**config.mk**
```make
export PLATFORM = sky130hd
export DESIGN_NAME = ba_ram
export DESIGN_NICKNAME = d
export VERILOG_FILES = /design/src/design/ba_ram.sv
export SDC_FILE = /design/constraint.sdc
export NUM_CORES = 2
export LEC_CHECK = 0
export BUFFER_PORTS_ARGS = -buffer_cell sky130_fd_sc_hd__buf_4
export CORE_MARGIN = 8
export CORE_UTILIZATION = 57
export CTS_CLUSTER_DIAMETER = 120
export DETAILED_ROUTE_END_ITERATION = 8
export PLACE_DENSITY = 0.75
export RECOVER_POWER = 25
export SLEW_MARGIN = 20
export SYNTH_ARGS = -nofsm -noshare
export SYNTH_HDL_FRONTEND = slang
export SYNTH_SLANG_ARGS = --single-unit
export TNS_END_PERCENT = 20
```
**constraint.sdc**
```tcl
create_clock -name clk -period 2.9 [get_ports clk]
set_input_delay 0.58 -clock clk [delete_from_list [all_inputs] [get_ports clk]]
set_output_delay 0.58 -clock clk [all_outputs]
set_load 0.03 [all_outputs]
```
**src/design/ba_ram.sv**
```systemverilog
module ba_ram #(
	parameter int unsigned Width = 8,
	parameter int unsigned Depth = 511
) (
	input  logic                     clk,
	input  logic                     we,
	input  logic [$clog2(Depth)-1:0] waddr,
	input  logic [Width-1:0]         wdata,
	input  logic [$clog2(Depth)-1:0] raddr,
	output logic [Width-1:0]         rdata
);

	logic [Width-1:0] mem [Depth];

	always_ff @(posedge clk) begin
		if (we) begin
			mem[waddr] <= wdata;
		end
		rdata <= mem[raddr];
	end

endmodule

```
==> results.md <==
Yosys:
- The count of cell types in the netlist is 63.
- The async set-reset flop share out of synthesis is 0.
- The synthesized-area fraction occupied by ao, oa, aoi and oai cells is 0.0333.
- In this run, synthesis produced a sequential element count of 4096.
- Sorting the synthesized cells by how often they occur yields sky130_fd_sc_hd__edfxtp_1, sky130_fd_sc_hd__mux4_2, sky130_fd_sc_hd__nor2_1.
- The most used flip-flop cell after synthesis is sky130_fd_sc_hd__edfxtp_1.
- The share of the Yosys chip area taken by registers is 0.769.
- Averaged over all synthesized cells, the footprint is 20.8 um2.
- The fraction of synthesized area in multiplexers is 0.153.
- Ranked by total cell area, the synthesized netlist is headed by sky130_fd_sc_hd__edfxtp_1, sky130_fd_sc_hd__mux4_2, sky130_fd_sc_hd__mux2i_1.
- The most numerous cell in the Yosys netlist is sky130_fd_sc_hd__edfxtp_1.
- The largest family of logic cells by synthesized area is multiplexers.
- In this run, synthesis inferred 4088 flip-flops with an integrated enable.
- The number of nets in the synthesized netlist is 7715.
- The largest total area in the synthesized netlist belongs to sky130_fd_sc_hd__edfxtp_1.
- The post-synthesis cell area is 0.160 mm2.
- The area share of the leading cell type in the synthesized netlist is 0.768.
- The Yosys step of the flow raised 0 warnings.
- Of the total synthesized cell area, the portion taken by AND, OR, NAND and NOR gates is 0.0243.
- The post-synthesis share of cell area spent on full adders, half adders and majority gates is 0.
- The post-synthesis instance total is 7687.
- The xor/xnor cell area share of the yosys netlist is 0.

Hold path:
- Along the worst hold path, the cell count comes to 3.
- The path class of the tightest hold or removal check is in2reg.
- The worst hold path begins at raddr[7].
- For hold timing, the worst endpoint is rdata[2]$_DFF_P_.

Timing:
- The total count of hold-check failures in the final report is 0.
- The relative max-transition margin is -0.767.
- Setup violations remaining at the end of the flow were counted as about 140.
- Setup repair after global routing could not meet its margin everywhere.
- The setup TNS is -7.19 ns.
- The final max-slew violation count came to 454.
- The portion of the clock cycle consumed by the worst path in the final layout is 1.04.
- The clock arrives with 0.0651 ns of skew.
- The timing-limited maximum frequency is 332 MHz.
- The clock period minus worst slack is ~3 ns.
- The setup slack of the critical path after layout is -0.110 ns.
- The transition time at the pin with the least slew margin is between 2 and 3 ns.

Pwr:
- The power density relative to cell area is 663 mW/mm2.
- The logic gate share of total power is 0.061.
- The clock group share of total power is 0.413.
- Of the total power, the share spent switching nets is 0.217.
- The share of total power dissipated in sequential elements is 0.526.
- The net switching power of the design is roughly 27 mW.
- The static leakage power is 61.8 nW.
- The worst-case IR drop observed on VDD is 0.644 mV.
- The internal power summed over all cells is 97.3 mW.

Placed design:
- Routability-driven placement finished with a final weighted congestion of 0.903.
- During placement, the flow inserted port buffers numbering 35.
- The area after detailed placement is 0.175 mm2.
- Once detailed placement completed, the half-perimeter wirelength came to between 200000 and 300000 um.
- The worst slack after detailed placement is -1.43 ns.

Detailed routing:
- The first-iteration detailed-routing DRC count is 12981.
- In the routed layout, each cell is associated on average with a via count of 6.72.
- The detail route stage leaves a number of antenna-violating nets equal to 0.
- The routed wire length is roughly 440000 um.
- The detailed router placed 87909 vias in this run.
- The detailed-route DRC error count is 0.
- The routed length per instance is 33.9 um.
- The total iterations of the first detailed-routing run is 8.

Worst setup path:
- The critical path depth is 2.
- STA classifies the critical path endpoint as a register.
- For the worst setup path, the data required time is 3.44 ns.
- STA puts the critical path data arrival time at 3.55 ns.
- In this run the critical register-to-register path is launched from mem[333][7]$_DFFE_PP_.
- In this design, the stage delay of the slowest critical-path cell is 1.70 ns.
- Of all nets on the critical path, the largest fanout is 71.
- STA classifies the critical path startpoint as an input pin.
- The critical path class is in2reg.
- The worst register-to-register path ends at rdata[7]$_DFF_P_.
- The number of cells on the worst reg-to-reg path is 8.
- The critical path contains buffers and inverters numbering 2 combined.
- The largest delay contributor family on the critical path is buffers and inverters.
- The slowest cell on the critical path is sky130_fd_sc_hd__clkbuf_2.
- The critical path goes through clkbuf_2 > buf_2.
- The worst register-to-register path has a setup slack of -0.04 ns.

Global route:
- The initial antenna violation count is 28.
- Summed over all layers, the global routing overflow is 0.
- The global-route usage over all layers is 0.292.
- The first-pass GRT wire length is about 630000 um.
- The via count of the first global-routing pass is 88957.
- Entering global routing, the biggest net connects 127 pins.

Final layout:
- The combined area of the multi-input logic cells is roughly 0.034 mm2.
- The area overhead of the layout relative to synthesis is 17.2%.
- The end-of-flow core utilization is 0.671.
- The final instance area is between 0.15 and 0.2 mm2.
- The number of filler cells placed in the layout is 16928.
- The sequential cells in the finished layout cover a total of 0.123 mm2.
- Of the cells placed in the final design, the portion with a size suffix greater than 1 is 0.307.
- The net count reported at finish is ~9000.

Clock network:
- The TritonCTS clock tree is done.
- The clock drives ~4100 sinks.
- The root buffer cell is sky130_fd_sc_hd__clkbuf_16.
- The clock network latency to the later pin of the worst-skew pair is 0.92 ns.
- Buffers inserted to repair hold after CTS numbered 0.
- The maximum root-to-sink buffer count is 4.
- In this run, CTS created clock tree buffers numbering ~400.
- In this run the post-CTS setup repair buffer count came out at 0.
- The clock transition at the registers of the reported paths is 0.06 ns.
- The H-tree generated during clock tree synthesis spans 5 levels.

Floorplan:
- The y dimension of the die is 545 um.
- The total area inside the core boundary comes to 0.279 mm2.
- The initial utilization of the core area, before any placement, comes to 0.572.
- The number of top-level pins is 36.
- In this run the horizontal extent of the chip is 545 um.
- The area of the die is between 0.2 and 0.3 mm2.
- The number of placement rows is 194.

Run:
- Max-cap violations in this run came to 10.

Status:
- The final reports fail on max-capacitance violations, max-slew violations, negative setup slack.
- The flow ran to the end, but the final reports show violations.
-- worst max-delay path by stage --
stage | start | end | slack [ns]
after floorplan | raddr[0] | rdata[4]$_DFF_P_ | -0.005
after global placement | raddr[0] | rdata[1]$_DFF_P_ | -1.33
after detailed placement | raddr[0] | rdata[1]$_DFF_P_ | -1.43
after CTS | mem[87][5]$_DFFE_PP_ | rdata[5]$_DFF_P_ | -0.02
after global routing | raddr[0] | rdata[4]$_DFF_P_ | -0.05
final | wdata[7] | mem[27][7]$_DFFE_PP_ | -0.11
-- cell families after synthesis --
group / count (synthesis)
buf+inv: 500
mux: 1392
flops: 4096
simple gates: 936
compound gates: 763
-- sequential cells by signal, indices dropped and copies added, names as in the netlist --
signal	flops
rdata	8
mem	4088
-- what timing repair did --
item,CTS,global route
endpoints found under the setup margin,8,7
pin swaps,6,3
endpoints found under the hold margin,0,0
gates resized for setup,27,26
-- routing by layer --
layer	up-vias	wire length (um)	global-route usage
li1	34799	-	-
met1	44993	150000	0.381
met2	6763	211000	0.463
met3	1336	55400	0.0687
met4	18	27500	0.148
met5	-	118	0
-- worst register-to-register path, stage by stage, from the launching register on --
cell and delay (ns):
sky130_fd_sc_hd__edfxtp_1 0.38, sky130_fd_sc_hd__mux4_1 0.56, sky130_fd_sc_hd__mux4_2 0.54, sky130_fd_sc_hd__a22oi_2 0.23, sky130_fd_sc_hd__buf_4 0.15, sky130_fd_sc_hd__a21oi_1 0.18, sky130_fd_sc_hd__or3_4 0.42, sky130_fd_sc_hd__a31oi_4 0.27
sky130_fd_sc_hd__a311oi_1 0.09
-- power groups by stage --
stage          logic (mW)  clock network (mW)  registers [mW]
6_report             7.59                51.3            65.3
5_1_grt              7.75                53.8            65.2
4_1_cts              7.50                51.6            65.2
3_5_place_dp         7.39                   0            66.5
3_3_place_gp         7.23                   0            66.5
2_1_floorplan        3.33                   0            66.5
-- placed cells by master, fill, tap and decap left out, types with 15 or more instances in the layout --
cell                         Yosys  routed
sky130_fd_sc_hd__mux4_2        818     821
sky130_fd_sc_hd__clkbuf_16       0     403
sky130_fd_sc_hd__buf_12          8     165
sky130_fd_sc_hd__clkinv_2        0      62
sky130_fd_sc_hd__clkinvlp_4      0      18
sky130_fd_sc_hd__o21ai_0        71      69
sky130_fd_sc_hd__diode_2         0      17
sky130_fd_sc_hd__clkinv_1        1      98
sky130_fd_sc_hd__bufinv_16       0      40
sky130_fd_sc_hd__mux2i_1       532     531
sky130_fd_sc_hd__nor2_1        567     561
sky130_fd_sc_hd__a21oi_1       168     166
sky130_fd_sc_hd__mux2_2         25      25
sky130_fd_sc_hd__edfxtp_1     4088    4088
sky130_fd_sc_hd__a211oi_1       29      25
sky130_fd_sc_hd__clkbuf_2        0      21
sky130_fd_sc_hd__nor4_1         18      15
sky130_fd_sc_hd__nand3_1        34      30
sky130_fd_sc_hd__a221oi_1       17      15
sky130_fd_sc_hd__clkbuf_1      234      92
sky130_fd_sc_hd__buf_4          33    1186
sky130_fd_sc_hd__o221ai_1      200     199
sky130_fd_sc_hd__nand2_1       175     159
sky130_fd_sc_hd__nor3_1         65      59
sky130_fd_sc_hd__o22ai_1       129     128
sky130_fd_sc_hd__a22oi_1        32      31
-- final cells by class --
| type | count | area share |
|---|---|---|
| multi-input cells | 3091 | 0.182 |
| clock inverters | 246 | 0.0130 |
| repair buffers | 1424 | 0.0679 |
| flip-flops and latches | 4096 | 0.656 |
| diodes | 17 | 0.000227 |
| clock buffers | 475 | 0.0554 |
| inverters | 6 | 0.000187 |
| well taps | 3724 | 0.0249 |
-- through the flow --
step                      cells  total power [mW]  hold WS (ns)
after floorplan            7687              69.8         0.679
final                     13079               124         0.140
after CTS                 13062               124        0.0350
after global routing      13064               127         0.124
after detailed placement  12342              73.9         0.996
after global placement    12342              73.7         0.995
No activity file was read; power rests on OpenSTA's default activity.
